$ cat src/rtl/packbits_rle_encoder_crc32_assert.svh
// Assertion macros used by the encoder top level.
`ifndef PACKBITS_RLE_ENCODER_CRC32_ASSERT_SVH
`define PACKBITS_RLE_ENCODER_CRC32_ASSERT_SVH

// Same-cycle implication under the active-low reset.
`define PBR_ASSERT_NOW(label, ante, cons) \
    label: assert property (@(posedge i_clk) disable iff (!i_rst_n) (ante) |-> (cons)) \
        else $error("encoder assertion failed");

// Next-cycle implication under the active-low reset.
`define PBR_ASSERT_NEXT(label, ante, cons) \
    label: assert property (@(posedge i_clk) disable iff (!i_rst_n) (ante) |=> (cons)) \
        else $error("encoder assertion failed");

`endif

$ cat src/rtl/pbr_pkg.sv
// Package of types, constants and CRC helpers for the PackBits encoder.
package pbr_pkg;

    localparam logic [31:0] CRC_INIT    = 32'hFFFF_FFFF;
    localparam logic [31:0] CRC_POLY    = 32'hEDB8_8320;
    localparam logic [7:0]  MIN_RUN_RST = 8'd3;
    localparam logic [3:0]  NIB_MASK    = 4'hF;

    // Kind of one emission phase.
    typedef enum logic [1:0] {
        K_NONE = 2'd0,
        K_RUN  = 2'd1,
        K_LIT  = 2'd2
    } t_kind;

    // Controller states, one-hot.
    typedef enum logic [6:0] {
        S_IDLE    = 7'b0000001,
        S_EVAL    = 7'b0000010,
        S_P1_HDR  = 7'b0000100,
        S_P1_BODY = 7'b0001000,
        S_WR      = 7'b0010000,
        S_P2_HDR  = 7'b0100000,
        S_P2_BODY = 7'b1000000
    } t_state;

    // Commands from the controller to the datapath.
    typedef struct packed {
        logic ready;
        logic accept;
        logic eval;
        logic store_wr;
        logic emit;
        logic phase2;
        logic body;
    } t_cmd;

    // Status from the datapath to the controller.
    typedef struct packed {
        logic p1_any;
        logic eos;
        logic push_ok;
        logic body_last;
    } t_status;

    // Table of nibble remainders for the reflected polynomial.
    function automatic logic [31:0] nib_rem(input logic [3:0] n);
        logic [31:0] c;
        c = {28'd0, n};
        for (int i = 0; i < 4; i++) begin
            c = c[0] ? ((c >> 1) ^ CRC_POLY) : (c >> 1);
        end
        return c;
    endfunction

    // One byte into the CRC, low nibble first.
    function automatic logic [31:0] crc_byte(input logic [31:0] c, input logic [7:0] b);
        logic [31:0] t;
        t = nib_rem((c[3:0] ^ b[3:0]) & NIB_MASK) ^ (c >> 4);
        t = nib_rem((t[3:0] ^ b[7:4]) & NIB_MASK) ^ (t >> 4);
        return t;
    endfunction

endpackage

$ cat src/rtl/pbr_in_if.sv
// Input channel: one source byte per beat.
interface pbr_in_if;
    logic       valid;
    logic       ready;
    logic [7:0] data_byte;
    logic       end_of_stream;

    modport source (output valid, output data_byte, output end_of_stream, input ready);
    modport sink   (input valid, input data_byte, input end_of_stream, output ready);
endinterface

$ cat src/rtl/pbr_out_if.sv
// Output channel: up to eight encoded bytes per beat.
interface pbr_out_if;
    logic        valid;
    logic        ready;
    logic [63:0] out_bytes;
    logic [3:0]  out_count;
    logic        last_of_run;
    logic        crc_valid;
    logic [31:0] crc_value;

    modport source (output valid, output out_bytes, output out_count, output last_of_run,
                    output crc_valid, output crc_value, input ready);
    modport sink   (input valid, input out_bytes, input out_count, input last_of_run,
                    input crc_valid, input crc_value, output ready);
endinterface

$ cat src/rtl/pbr_cfg_if.sv
// Configuration write channel for the min_run register.
interface pbr_cfg_if;
    logic       valid;
    logic       ready;
    logic [7:0] data;

    modport source (output valid, output data, input ready);
    modport sink   (input valid, input data, output ready);
endinterface

$ cat src/rtl/pbr_ram.sv
// Generic single-write, single-read RAM with registered read data.
module pbr_ram #(
    parameter int WIDTH = 8,
    parameter int DEPTH = 128
) (
    input  logic                     i_clk,
    input  logic                     i_we,
    input  logic [$clog2(DEPTH)-1:0] i_waddr,
    input  logic [WIDTH-1:0]         i_wdata,
    input  logic [$clog2(DEPTH)-1:0] i_raddr,
    output logic [WIDTH-1:0]         o_rdata
);
    logic [WIDTH-1:0] r_mem [DEPTH];
    logic [WIDTH-1:0] r_rdata;

    // Write port and registered read port.
    always_ff @(posedge i_clk) begin
        if (i_we) begin
            r_mem[i_waddr] <= i_wdata;
        end
        r_rdata <= r_mem[i_raddr];
    end

    assign o_rdata = r_rdata;
endmodule

$ cat src/rtl/pbr_ctrl.sv
// Controller state machine sequencing evaluation, store write and emission.
module pbr_ctrl (
    input  logic             i_clk,
    input  logic             i_rst_n,
    input  logic             i_in_valid,
    input  pbr_pkg::t_status i_status,
    output pbr_pkg::t_cmd    o_cmd
);
    pbr_pkg::t_state r_state, n_state;

    // Next state.
    always_comb begin
        n_state = r_state;
        unique case (r_state)
            pbr_pkg::S_IDLE: begin
                if (i_in_valid) n_state = pbr_pkg::S_EVAL;
            end
            pbr_pkg::S_EVAL: begin
                if (i_status.p1_any)   n_state = pbr_pkg::S_P1_HDR;
                else if (i_status.eos) n_state = pbr_pkg::S_P2_HDR;
                else                   n_state = pbr_pkg::S_IDLE;
            end
            pbr_pkg::S_P1_HDR: begin
                if (i_status.push_ok) n_state = pbr_pkg::S_P1_BODY;
            end
            pbr_pkg::S_P1_BODY: begin
                if (i_status.push_ok && i_status.body_last) n_state = pbr_pkg::S_WR;
            end
            pbr_pkg::S_WR: begin
                n_state = i_status.eos ? pbr_pkg::S_P2_HDR : pbr_pkg::S_IDLE;
            end
            pbr_pkg::S_P2_HDR: begin
                if (i_status.push_ok) n_state = pbr_pkg::S_P2_BODY;
            end
            pbr_pkg::S_P2_BODY: begin
                if (i_status.push_ok && i_status.body_last) n_state = pbr_pkg::S_IDLE;
            end
            default: n_state = pbr_pkg::S_IDLE;
        endcase
    end

    always_ff @(posedge i_clk) begin
        if (!i_rst_n) begin
            r_state <= pbr_pkg::S_IDLE;
        end else begin
            r_state <= n_state;
        end
    end

    // Command decode.
    always_comb begin
        o_cmd.ready    = (r_state == pbr_pkg::S_IDLE);
        o_cmd.accept   = (r_state == pbr_pkg::S_IDLE) && i_in_valid;
        o_cmd.eval     = (r_state == pbr_pkg::S_EVAL);
        o_cmd.store_wr = ((r_state == pbr_pkg::S_EVAL) && !i_status.p1_any)
                         || (r_state == pbr_pkg::S_WR);
        o_cmd.emit     = (r_state == pbr_pkg::S_P1_HDR) || (r_state == pbr_pkg::S_P1_BODY)
                         || (r_state == pbr_pkg::S_P2_HDR) || (r_state == pbr_pkg::S_P2_BODY);
        o_cmd.phase2   = (r_state == pbr_pkg::S_P2_HDR) || (r_state == pbr_pkg::S_P2_BODY);
        o_cmd.body     = (r_state == pbr_pkg::S_P1_BODY) || (r_state == pbr_pkg::S_P2_BODY);
    end
endmodule

$ cat src/rtl/pbr_datapath.sv
// Datapath: encoder state, CRC, literal store, byte selection and result packing.
module pbr_datapath #(
    parameter int MAX_BLOCK        = 128,
    parameter int BYTES_PER_RESULT = 8
) (
    input  logic             i_clk,
    input  logic             i_rst_n,
    input  pbr_pkg::t_cmd    i_cmd,
    input  logic [7:0]       i_data_byte,
    input  logic             i_end_of_stream,
    input  logic             i_cfg_we,
    input  logic [7:0]       i_cfg_data,
    input  logic             i_out_ready,
    output pbr_pkg::t_status o_status,
    output logic             o_out_valid,
    output logic [63:0]      o_out_bytes,
    output logic [3:0]       o_out_count,
    output logic             o_out_last,
    output logic             o_out_crc_valid,
    output logic [31:0]      o_out_crc_value
);
    localparam int LW = $clog2(MAX_BLOCK + 2);
    localparam int AW = $clog2(MAX_BLOCK);
    localparam logic [LW-1:0] MAXL = LW'(MAX_BLOCK);
    localparam logic [3:0]    BPR  = 4'(BYTES_PER_RESULT);

    // Encoder state.
    logic          r_started, r_in_run;
    logic [LW-1:0] r_pend, r_tail;
    logic [7:0]    r_prev, r_min_run, r_cur;
    logic [31:0]   r_crc, r_crc_out;
    logic          r_eos;

    // Latched decisions for the emission phases.
    pbr_pkg::t_kind r_p1_kind;
    logic [LW-1:0]  r_p1_len, r_p2_len;
    logic [7:0]     r_p1_byte;
    logic           r_p2_run, r_we;
    logic [AW-1:0]  r_waddr, r_idx, n_idx;

    // Evaluation results.
    logic           n_in_run;
    logic [LW-1:0]  c_p, n_pend, n_tail, n_p1_len;
    pbr_pkg::t_kind n_p1_kind;
    logic [31:0]    n_crc;

    // Packer and result register.
    logic [63:0] r_acc, r_obytes;
    logic [3:0]  r_acc_cnt, r_ocnt;
    logic        r_ovalid, r_olast, r_ocrcv;
    logic [31:0] r_ocrc;

    logic [7:0]     w_rdata, w_byte;
    logic           w_ram_we, w_push, w_final, w_body_last, w_flush;
    logic [AW-1:0]  w_waddr;
    pbr_pkg::t_kind w_kind;
    logic [LW-1:0]  w_len;
    logic [63:0]    w_acc_new;
    logic [3:0]     w_cnt_new;

    // Decision for the byte just accepted.
    always_comb begin
        c_p       = r_started ? (r_pend + LW'(1)) : LW'(1);
        n_in_run  = r_in_run;
        n_pend    = c_p;
        n_tail    = r_tail;
        n_p1_kind = pbr_pkg::K_NONE;
        n_p1_len  = r_pend;
        if (!r_started) begin
            n_in_run = 1'b0;
            n_pend   = LW'(1);
            n_tail   = '0;
        end else if (r_in_run) begin
            if ((r_cur != r_prev) || (c_p > MAXL)) begin
                n_p1_kind = pbr_pkg::K_RUN;
                n_p1_len  = r_pend;
                n_pend    = LW'(1);
                n_tail    = '0;
                n_in_run  = 1'b0;
            end
        end else if (c_p > MAXL) begin
            n_p1_kind = pbr_pkg::K_LIT;
            n_p1_len  = MAXL;
            n_pend    = c_p - MAXL;
            n_tail    = c_p - MAXL - LW'(1);
        end else if (r_cur == r_prev) begin
            if ((r_tail == '0) || (8'(c_p - r_tail) >= r_min_run)) begin
                if (r_tail != '0) begin
                    n_p1_kind = pbr_pkg::K_LIT;
                    n_p1_len  = r_tail;
                end
                n_pend   = c_p - r_tail;
                n_in_run = 1'b1;
            end
        end else begin
            n_tail = c_p - LW'(1);
        end
    end

    assign n_crc = pbr_pkg::crc_byte(r_crc, r_cur);

    // State registers and configuration.
    always_ff @(posedge i_clk) begin
        if (!i_rst_n) begin
            r_started <= 1'b0;
            r_in_run  <= 1'b0;
            r_pend    <= '0;
            r_tail    <= '0;
            r_prev    <= '0;
            r_crc     <= pbr_pkg::CRC_INIT;
            r_min_run <= pbr_pkg::MIN_RUN_RST;
        end else begin
            if (i_cfg_we) r_min_run <= i_cfg_data;
            if (i_cmd.eval) begin
                if (r_eos) begin
                    r_started <= 1'b0;
                    r_in_run  <= 1'b0;
                    r_pend    <= '0;
                    r_tail    <= '0;
                    r_prev    <= '0;
                    r_crc     <= pbr_pkg::CRC_INIT;
                end else begin
                    r_started <= 1'b1;
                    r_in_run  <= n_in_run;
                    r_pend    <= n_pend;
                    r_tail    <= n_tail;
                    r_prev    <= r_cur;
                    r_crc     <= n_crc;
                end
            end
        end
    end

    // Phase decisions and captured input; payload only.
    always_ff @(posedge i_clk) begin
        if (i_cmd.accept) begin
            r_cur <= i_data_byte;
            r_eos <= i_end_of_stream;
        end
        if (i_cmd.eval) begin
            r_p1_kind <= n_p1_kind;
            r_p1_len  <= n_p1_len;
            r_p1_byte <= r_prev;
            r_p2_run  <= n_in_run;
            r_p2_len  <= n_pend;
            r_we      <= !n_in_run;
            r_waddr   <= AW'(n_pend - LW'(1));
            r_crc_out <= ~n_crc;
        end
        r_idx <= n_idx;
    end

    // Literal store.
    assign w_ram_we = i_cmd.store_wr && (i_cmd.eval ? !n_in_run : r_we);
    assign w_waddr  = i_cmd.eval ? AW'(n_pend - LW'(1)) : r_waddr;

    pbr_ram #(.WIDTH(8), .DEPTH(MAX_BLOCK)) u_store (
        .i_clk   (i_clk),
        .i_we    (w_ram_we),
        .i_waddr (w_waddr),
        .i_wdata (r_cur),
        .i_raddr (n_idx),
        .o_rdata (w_rdata)
    );

    // Byte selection for the current phase.
    always_comb begin
        w_kind = i_cmd.phase2 ? (r_p2_run ? pbr_pkg::K_RUN : pbr_pkg::K_LIT) : r_p1_kind;
        w_len  = i_cmd.phase2 ? r_p2_len : r_p1_len;
        if (!i_cmd.body) begin
            w_byte = (w_kind == pbr_pkg::K_RUN) ? (8'd1 - 8'(w_len)) : (8'(w_len) - 8'd1);
        end else if (w_kind == pbr_pkg::K_RUN) begin
            w_byte = i_cmd.phase2 ? r_cur : r_p1_byte;
        end else begin
            w_byte = w_rdata;
        end
        w_body_last = (w_kind == pbr_pkg::K_RUN) || (r_idx == AW'(w_len - LW'(1)));
        w_final     = i_cmd.body && w_body_last && (i_cmd.phase2 || !r_eos);
    end

    assign w_push = i_cmd.emit && (!r_ovalid || i_out_ready);

    // Read address runs one byte ahead of the body.
    always_comb begin
        if (i_cmd.emit && !i_cmd.body) begin
            n_idx = '0;
        end else if (w_push && i_cmd.body) begin
            n_idx = r_idx + AW'(1);
        end else begin
            n_idx = r_idx;
        end
    end

    // Packing of bytes into results.
    assign w_acc_new = r_acc | ({56'd0, w_byte} << {r_acc_cnt[2:0], 3'b000});
    assign w_cnt_new = r_acc_cnt + 4'd1;
    assign w_flush   = w_push && ((w_cnt_new == BPR) || w_final);

    always_ff @(posedge i_clk) begin
        if (!i_rst_n) begin
            r_acc     <= '0;
            r_acc_cnt <= '0;
            r_ovalid  <= 1'b0;
        end else begin
            if (w_flush) begin
                r_acc     <= '0;
                r_acc_cnt <= '0;
            end else if (w_push) begin
                r_acc     <= w_acc_new;
                r_acc_cnt <= w_cnt_new;
            end
            if (w_flush)          r_ovalid <= 1'b1;
            else if (i_out_ready) r_ovalid <= 1'b0;
        end
    end

    always_ff @(posedge i_clk) begin
        if (w_flush) begin
            r_obytes <= w_acc_new;
            r_ocnt   <= w_cnt_new;
            r_olast  <= w_final;
            r_ocrcv  <= w_final && i_cmd.phase2;
            r_ocrc   <= (w_final && i_cmd.phase2) ? r_crc_out : 32'd0;
        end
    end

    assign o_status.p1_any    = (n_p1_kind != pbr_pkg::K_NONE);
    assign o_status.eos       = r_eos;
    assign o_status.push_ok   = !r_ovalid || i_out_ready;
    assign o_status.body_last = w_body_last;

    assign o_out_valid     = r_ovalid;
    assign o_out_bytes     = r_obytes;
    assign o_out_count     = r_ocnt;
    assign o_out_last      = r_olast;
    assign o_out_crc_valid = r_ocrcv;
    assign o_out_crc_value = r_ocrc;
endmodule

$ cat src/rtl/packbits_rle_encoder_crc32.sv
// Top level of the PackBits run-length encoder with CRC-32 of its input.
//
// Channels: i_in takes one source byte per beat with an end_of_stream flag on
// the final byte; o_out gives up to eight encoded bytes per beat, first byte
// in bits 7:0, with last_of_run on the final beat caused by an input byte and
// crc_valid with the inverted CRC-32 on the final beat of a stream; i_cfg
// writes min_run at any beat and is always ready.
// Sequence: a byte that emits nothing is accepted and then evaluated. Bytes
// that emit output then pass through a header and a body state per phase,
// with a store write state between the phases when a block was flushed first.
// The emission rate is set by the single read port of the literal store,
// one byte per cycle while the output register can take a new result.
// Results appear in the output register in the cycle after their last byte.
// Reset clears the encoder state and the CRC and sets min_run to 3; the store
// needs no clearing. When the receiver stalls with a result waiting, emission
// halts in place and resumes without loss once the beat is taken.
module packbits_rle_encoder_crc32 #(
    parameter int MAX_BLOCK        = 128,
    parameter int BYTES_PER_RESULT = 8
) (
    input  logic       i_clk,
    input  logic       i_rst_n,
    pbr_in_if.sink     i_in,
    pbr_out_if.source  o_out,
    pbr_cfg_if.sink    i_cfg
);
    `include "packbits_rle_encoder_crc32_assert.svh"

    pbr_pkg::t_cmd    w_cmd;
    pbr_pkg::t_status w_status;

    assign i_in.ready  = w_cmd.ready;
    assign i_cfg.ready = 1'b1;

    pbr_ctrl u_ctrl (
        .i_clk      (i_clk),
        .i_rst_n    (i_rst_n),
        .i_in_valid (i_in.valid),
        .i_status   (w_status),
        .o_cmd      (w_cmd)
    );

    pbr_datapath #(
        .MAX_BLOCK        (MAX_BLOCK),
        .BYTES_PER_RESULT (BYTES_PER_RESULT)
    ) u_dp (
        .i_clk           (i_clk),
        .i_rst_n         (i_rst_n),
        .i_cmd           (w_cmd),
        .i_data_byte     (i_in.data_byte),
        .i_end_of_stream (i_in.end_of_stream),
        .i_cfg_we        (i_cfg.valid),
        .i_cfg_data      (i_cfg.data),
        .i_out_ready     (o_out.ready),
        .o_status        (w_status),
        .o_out_valid     (o_out.valid),
        .o_out_bytes     (o_out.out_bytes),
        .o_out_count     (o_out.out_count),
        .o_out_last      (o_out.last_of_run),
        .o_out_crc_valid (o_out.crc_valid),
        .o_out_crc_value (o_out.crc_value)
    );

    // An accepted beat is always evaluated in the following cycle.
    `PBR_ASSERT_NEXT(a_eval_follows, i_in.valid && i_in.ready, w_cmd.eval)
    // No new byte is taken while one is being worked on.
    `PBR_ASSERT_NOW(a_busy_not_ready, w_cmd.eval || w_cmd.emit, !i_in.ready)
    // A result never carries zero bytes or more than a full beat.
    `PBR_ASSERT_NOW(a_count_range, o_out.valid,
        (o_out.out_count != 4'd0) && (o_out.out_count <= 4'(BYTES_PER_RESULT)))
    // The finished CRC only rides on the last beat of an input byte.
    `PBR_ASSERT_NOW(a_crc_on_last, o_out.valid && o_out.crc_valid, o_out.last_of_run)
endmodule
$ cat src/flat_wrapper.sv
// flat-port wrapper written by rule: the top's interface ports become plain ports
module packbits_rle_encoder_crc32_flat 
#(
    parameter int MAX_BLOCK        = 128,
    parameter int BYTES_PER_RESULT = 8
)
  (i_clk, i_rst_n, i_in_valid, i_in_data_byte, i_in_end_of_stream, i_in_ready, o_out_valid, o_out_out_bytes, o_out_out_count, o_out_last_of_run, o_out_crc_valid, o_out_crc_value, o_out_ready, i_cfg_valid, i_cfg_data, i_cfg_ready);
  pbr_in_if i_in_i ();
  pbr_out_if o_out_i ();
  pbr_cfg_if i_cfg_i ();
  input  logic i_clk;
  input  logic i_rst_n;
  input wire logic [$bits(i_in_i.valid)-1:0] i_in_valid;
  input wire logic [$bits(i_in_i.data_byte)-1:0] i_in_data_byte;
  input wire logic [$bits(i_in_i.end_of_stream)-1:0] i_in_end_of_stream;
  output wire logic [$bits(i_in_i.ready)-1:0] i_in_ready;
  output wire logic [$bits(o_out_i.valid)-1:0] o_out_valid;
  output wire logic [$bits(o_out_i.out_bytes)-1:0] o_out_out_bytes;
  output wire logic [$bits(o_out_i.out_count)-1:0] o_out_out_count;
  output wire logic [$bits(o_out_i.last_of_run)-1:0] o_out_last_of_run;
  output wire logic [$bits(o_out_i.crc_valid)-1:0] o_out_crc_valid;
  output wire logic [$bits(o_out_i.crc_value)-1:0] o_out_crc_value;
  input wire logic [$bits(o_out_i.ready)-1:0] o_out_ready;
  input wire logic [$bits(i_cfg_i.valid)-1:0] i_cfg_valid;
  input wire logic [$bits(i_cfg_i.data)-1:0] i_cfg_data;
  output wire logic [$bits(i_cfg_i.ready)-1:0] i_cfg_ready;
  assign i_in_i.valid = i_in_valid;
  assign i_in_i.data_byte = i_in_data_byte;
  assign i_in_i.end_of_stream = i_in_end_of_stream;
  assign i_in_ready = i_in_i.ready;
  assign o_out_valid = o_out_i.valid;
  assign o_out_out_bytes = o_out_i.out_bytes;
  assign o_out_out_count = o_out_i.out_count;
  assign o_out_last_of_run = o_out_i.last_of_run;
  assign o_out_crc_valid = o_out_i.crc_valid;
  assign o_out_crc_value = o_out_i.crc_value;
  assign o_out_i.ready = o_out_ready;
  assign i_cfg_i.valid = i_cfg_valid;
  assign i_cfg_i.data = i_cfg_data;
  assign i_cfg_ready = i_cfg_i.ready;
  packbits_rle_encoder_crc32 #(.MAX_BLOCK(MAX_BLOCK), .BYTES_PER_RESULT(BYTES_PER_RESULT)) u_core (.i_clk(i_clk), .i_rst_n(i_rst_n), .i_in(i_in_i), .o_out(o_out_i), .i_cfg(i_cfg_i));
endmodule
$ cat config.mk
export PLATFORM = sky130hd
export DESIGN_NAME = packbits_rle_encoder_crc32_flat
export DESIGN_NICKNAME = d
export VERILOG_FILES = /design/src/rtl/pbr_pkg.sv /design/src/rtl/pbr_in_if.sv /design/src/rtl/pbr_out_if.sv /design/src/rtl/pbr_cfg_if.sv /design/src/rtl/pbr_ram.sv /design/src/rtl/pbr_ctrl.sv /design/src/rtl/pbr_datapath.sv /design/src/rtl/packbits_rle_encoder_crc32.sv /design/src/flat_wrapper.sv
export VERILOG_INCLUDE_DIRS = /design/src /design/src/rtl
export SDC_FILE = /design/constraint.sdc
export NUM_CORES = 2
export LEC_CHECK = 0
export BUFFER_PORTS_ARGS = -buffer_cell sky130_fd_sc_hd__buf_2
export CAP_MARGIN = 40
export CORE_ASPECT_RATIO = 1.2
export CORE_MARGIN = 8
export CORE_UTILIZATION = 60
export CTS_CLUSTER_SIZE = 25
export DETAILED_ROUTE_END_ITERATION = 8
export PLACE_DENSITY_LB_ADDON = 0.1
export SYNTH_ARGS = -nofsm -noshare
export SYNTH_HDL_FRONTEND = slang
export SYNTH_SLANG_ARGS = --single-unit
$ cat constraint.sdc
create_clock -name i_clk -period 12.5 [get_ports i_clk]
set_input_delay 0.625 -clock i_clk [delete_from_list [all_inputs] [get_ports i_clk]]
set_output_delay 0.625 -clock i_clk [all_outputs]
set_load 0.05 [all_outputs]
==> metrics.txt <==
# TYPE chip_impl_metric gauge
chip_impl_metric{name="drtPass1Iterations",unit=""} 8
chip_impl_metric{name="area_growth_syn_to_layout",unit="%"} 12.0
chip_impl_metric{name="nets",unit=""} 4769
chip_impl_metric{name="cts_sinks",unit=""} 1359
chip_impl_metric{name="yosys_warnings",unit=""} 0
chip_impl_info{name="hold_path_class",value="input port to flop"} 1
chip_impl_info{name="clock_tree.root_cell",value="sky130_fd_sc_hd__clkbuf_16"} 1
chip_impl_info{name="cts_tree",value="done"} 1
chip_impl_metric{name="global_route_wire_length_before_repair",unit="µm"} 223000
chip_impl_metric{name="pin_count_of_the_biggest_net_entering_global_routing",unit=""} 218
chip_impl_metric{name="peakVddDrop",unit="mV"} 0.131
chip_impl_metric{name="post_layout_nonfiller_instances",unit=""} 6074
chip_impl_metric{name="hold_viol",unit=""} 0
chip_impl_info{name="setup.worst_path.end_class",value="flop"} 1
chip_impl_info{name="critical_path.reg2reg.startpoint",value="u_core.u_dp.r_started"} 1
chip_impl_info{name="reg2reg_to",value="u_core.u_dp.u_store.r_mem[64][1]"} 1
chip_impl_info{name="outcome",value="finished clean"} 1
chip_impl_metric{name="syn_avg_cell_area",unit="µm²"} 12.0
chip_impl_metric{name="portBuffers",unit=""} 125
chip_impl_metric{name="postSynth.asyncResetShare",unit="%"} 0
chip_impl_metric{name="coreArea",unit="µm²"} 92200
chip_impl_info{name="critPathKind",value="flop to flop"} 1
chip_impl_metric{name="wire_per_inst",unit="µm"} 24.9
chip_impl_metric{name="drive_above_1_share",unit="%"} 9.95
chip_impl_info{name="startpoint_type",value="flop"} 1
chip_impl_metric{name="floorplan.initialDensity",unit="%"} 60.4
chip_impl_metric{name="tightest_slew",unit="ns"} 1.15
chip_impl_metric{name="grt_pass1_vias",unit=""} 36000
chip_impl_metric{name="core_util_final",unit="%"} 67.6
chip_impl_metric{name="setup_tns",unit="ns"} 0
chip_impl_metric{name="fp.dieW",unit="µm"} 294
chip_impl_metric{name="overflow",unit=""} 0
chip_impl_metric{name="clock_insertion_delay_worst_skew",unit="ns"} 0.75
chip_impl_metric{name="post_cts_buffers",unit=""} 0
chip_impl_metric{name="finalCriticalPeriod",unit="ns"} 7.43
chip_impl_metric{name="grt_antenna_before_repair",unit=""} 8
chip_impl_metric{name="cts-buffers-inserted",unit=""} 132
chip_impl_metric{name="cts_buffer_depth",unit=""} 3
chip_impl_metric{name="slew_headroom",unit="%"} 23.1
chip_impl_metric{name="drcViolationCount",unit=""} 0
chip_impl_metric{name="finalHoldWorstSlack",unit="ns"} 0.0614
chip_impl_metric{name="rows",unit=""} 122
chip_impl_metric{name="clock_skew",unit="ns"} 0.0245
chip_impl_metric{name="clock.fmax",unit="GHz"} 0.135
chip_impl_metric{name="top_level_ports",unit=""} 127
chip_impl_info{name="post_synth_main_area_contributors",value="sky130_fd_sc_hd__edfxtp_1 64%, sky130_fd_sc_hd__nand2_1 7.8%, sky130_fd_sc_hd__dfxtp_1 5.9%"} 1
chip_impl_metric{name="routed_wirelength",unit="µm"} 151000
chip_impl_metric{name="cts_resized",unit=""} 0
chip_impl_metric{name="worst_r2r_path_depth",unit=""} 21
chip_impl_info{name="critPathSlowestCell",value="sky130_fd_sc_hd__dfxtp_1"} 1
chip_impl_metric{name="dr_iter_0_viols",unit=""} 4379
chip_impl_metric{name="post-synth-top-area-fraction",unit="%"} 64.4
chip_impl_metric{name="maxSlewViolCount",unit=""} 0
chip_impl_metric{name="antenna_left",unit=""} 0
chip_impl_metric{name="half_perimeter_wire_length_after_placement",unit="µm"} 92600
chip_impl_metric{name="cap_viol_max_count",unit=""} 0
chip_impl_info{name="yosys.cell_count.top_type",value="sky130_fd_sc_hd__edfxtp_1"} 1
chip_impl_metric{name="cts_hold_buf",unit=""} 0
chip_impl_info{name="post-synth-top-area-cell",value="sky130_fd_sc_hd__edfxtp_1"} 1
chip_impl_info{name="post_synth_most_frequent_cells",value="1194 x sky130_fd_sc_hd__edfxtp_1, 1163 x sky130_fd_sc_hd__nand2_1, 471 x sky130_fd_sc_hd__nand3_1"} 1
chip_impl_metric{name="synth_enable_flop_cells",unit=""} 1194
chip_impl_metric{name="finalWeightedCongestion",unit=""} 0.940
chip_impl_metric{name="ys_types",unit=""} 78
chip_impl_metric{name="grtUsageTotal",unit="%"} 28.9
chip_impl_metric{name="setup_viol",unit=""} 0
chip_impl_metric{name="total_instance_count_after_detailed_placement",unit=""} 5828
chip_impl_info{name="timing.critical_path.cells",value="nand2_1 -> inv_1 -> ha_1 -> inv_1 -> fa_1 -> a21o_1 -> a21oi_1 -> o21bai_1 -> a21oi_1 -> xnor2_1 -> ha_1 -> nand3_1 -> o31ai_1 -> o21ai_1 -> or3_1 -> o21ai_1 -> o31a_1 -> o21ai_0 -> a211oi_1 -> o22ai_1 -> nor2_1"} 1
chip_impl_metric{name="ys_ff_latch",unit=""} 1359
chip_impl_info{name="endpoint",value="u_core.u_dp.u_store.r_mem[64][1]"} 1
chip_impl_metric{name="cts.htree.levels",unit=""} 4
chip_impl_metric{name="postSynthNetCount",unit=""} 4683
chip_impl_metric{name="p_leak",unit="nW"} 22.5
chip_impl_metric{name="fillCellCount",unit=""} 6859
chip_impl_metric{name="worst_path_largest_cell_delay",unit="ns"} 0.73
chip_impl_metric{name="cts.clk_slew.worst_paths",unit="ns"} 0.06
chip_impl_metric{name="num_vias",unit=""} 37200
chip_impl_metric{name="final_min_period_over_clock_period",unit="%"} 59.4
chip_impl_info{name="crit_path_start",value="u_core.u_dp.r_started"} 1
chip_impl_metric{name="worstPathRequired",unit="ns"} 12.86
chip_impl_info{name="unrepaired_setup_endpoints_after_global_routing",value="no"} 1
chip_impl_metric{name="post_synthesis_instance_area",unit="µm²"} 55700
chip_impl_metric{name="design.die.area",unit="µm²"} 103000
chip_impl_info{name="synthFlopType",value="sky130_fd_sc_hd__edfxtp_1"} 1
chip_impl_metric{name="critical_path.max_fanout",unit=""} 17
chip_impl_metric{name="yosysSeqAreaShare",unit="%"} 70.3
chip_impl_metric{name="crit_path_arrival_time",unit="ns"} 7.79
chip_impl_metric{name="viasPerCell",unit=""} 6.13
chip_impl_metric{name="cellPowerDensity",unit="nW/µm²"} 153
chip_impl_metric{name="fp.dieH",unit="µm"} 350
chip_impl_metric{name="minimum_setup_slack_among_reg_to_reg_paths",unit="ns"} 5.07
chip_impl_metric{name="postSynthCellCount",unit=""} 4636
## critical path: cells and delay by family, from the launching register on
kind	cells	cell delay, ns
flops	1	0.73
compound gates	11	3.44
simple gates	4	1.53
fa+ha+maj	3	0.94
xor+xnor	1	0.13
buf+inv	2	0.27
## metrics by stage
stage	setup WS, ns	total power [W]	cell area [µm²]
3_3_place_gp	5.30	0.00557	57500
3_5_place_dp	5.30	0.00559	57900
2_1_floorplan	4.44	0.00540	55700
4_1_cts	5.29	0.00960	62300
5_1_grt	4.57	0.00980	62300
6_report	5.07	0.00957	62400
## placed cells by master, fill, tap and decap left out, drive strengths merged, types with 42 or more instances in the layout
| cell | instances |
|---|---|
| a21o | 71 |
| a21oi | 167 |
| a31oi | 62 |
| and2 | 45 |
| buf | 225 |
| clkbuf | 158 |
| dfxtp | 165 |
| edfxtp | 1194 |
| inv | 54 |
| mux2i | 55 |
| nand2 | 1163 |
| nand3 | 471 |
| nor2 | 269 |
| nor3 | 42 |
| o21ai | 106 |
| o22ai | 42 |
| xnor2 | 77 |
| xor2 | 49 |
## metal layers
metal / wire length, µm / part of all wire (%) / up-vias / track usage (%)
li1: - / - / 16900 / -
met5: 11 / 0.0073 / - / 0
met3: 14100 / 9.3 / 431 / 6.24
met2: 71100 / 47 / 1926 / 46.9
met1: 57600 / 38 / 18000 / 36.7
met4: 8320 / 5.5 / 2 / 14.7
## logic make-up (layout without fill, tap and decap cells)
family / after synthesis / after routing / synth area share (%)
AO/OA/AOI/OAI: 603 / 603 / 7.06
AND/OR/NAND/NOR: 2140 / 2140 / 16.5
buffers and inverters: 317 / 506 / 2.28
other: 1 / 10 / 0.00673
XOR/XNOR: 127 / 127 / 2.02
adder cells (fa/ha/maj): 25 / 25 / 0.575
flip-flops: 1359 / 1359 / 70.3
multiplexers: 64 / 64 / 1.22
## state kept, by name, summed over array words and instances (netlist names), 2 cells and up
name,cells
u_core.u_dp.u_store.r_mem,1024
u_core.u_dp.o_out_bytes,64
u_core.u_dp.r_acc,64
u_core.u_dp.o_out_crc_value,32
u_core.u_dp.r_crc,32
u_core.u_dp.r_crc_out,32
u_core.u_dp.r_cur,8
u_core.u_dp.r_min_run,8
u_core.u_dp.r_p1_byte,8
u_core.u_dp.r_p1_len,8
u_core.u_dp.r_p2_len,8
u_core.u_dp.r_pend,8
u_core.u_dp.r_prev,8
u_core.u_dp.r_tail,8
u_core.u_dp.u_store.o_rdata,8
u_core.u_ctrl.r_state,7
u_core.u_dp.r_idx,7
u_core.u_dp.r_waddr,7
u_core.u_dp.o_out_count,4
u_core.u_dp.r_acc_cnt,4
u_core.u_dp.r_p1_kind,2
## layout make-up
type,count,area (µm²),share of cell area (%)
diodes,9,22.5,0.0361
clock buffers,158,3570,5.72
clock inverters,79,883,1.42
inverters,44,180,0.289
multi-input cells,2960,15400,24.6
flip-flops and latches,1359,39200,62.8
well taps,1240,1550,2.49
repair buffers,225,1630,2.61
## worst min-delay path by stage
stage	start	to	cells past startpoint
floorplan	u_core.u_dp.r_we	u_core.u_dp.r_we	2
global placement	u_core.u_dp.r_acc[0]	u_core.u_dp.r_acc[0]	2
detailed placement	u_core.u_dp.r_we	u_core.u_dp.r_we	2
CTS	i_in_data_byte[5]	u_core.u_dp.r_cur[5]	1
global route	i_in_data_byte[5]	u_core.u_dp.r_cur[5]	1
finish	i_in_data_byte[7]	u_core.u_dp.r_cur[7]	1
## power breakdown
part	switching [W]	internal (W)
Clock	0.00171	0.00236
Combinational	0.000342	0.000125
Sequential	0.0000192	0.00500
Total	0.00207	0.00749
No activity file was read; power rests on OpenSTA's default activity.
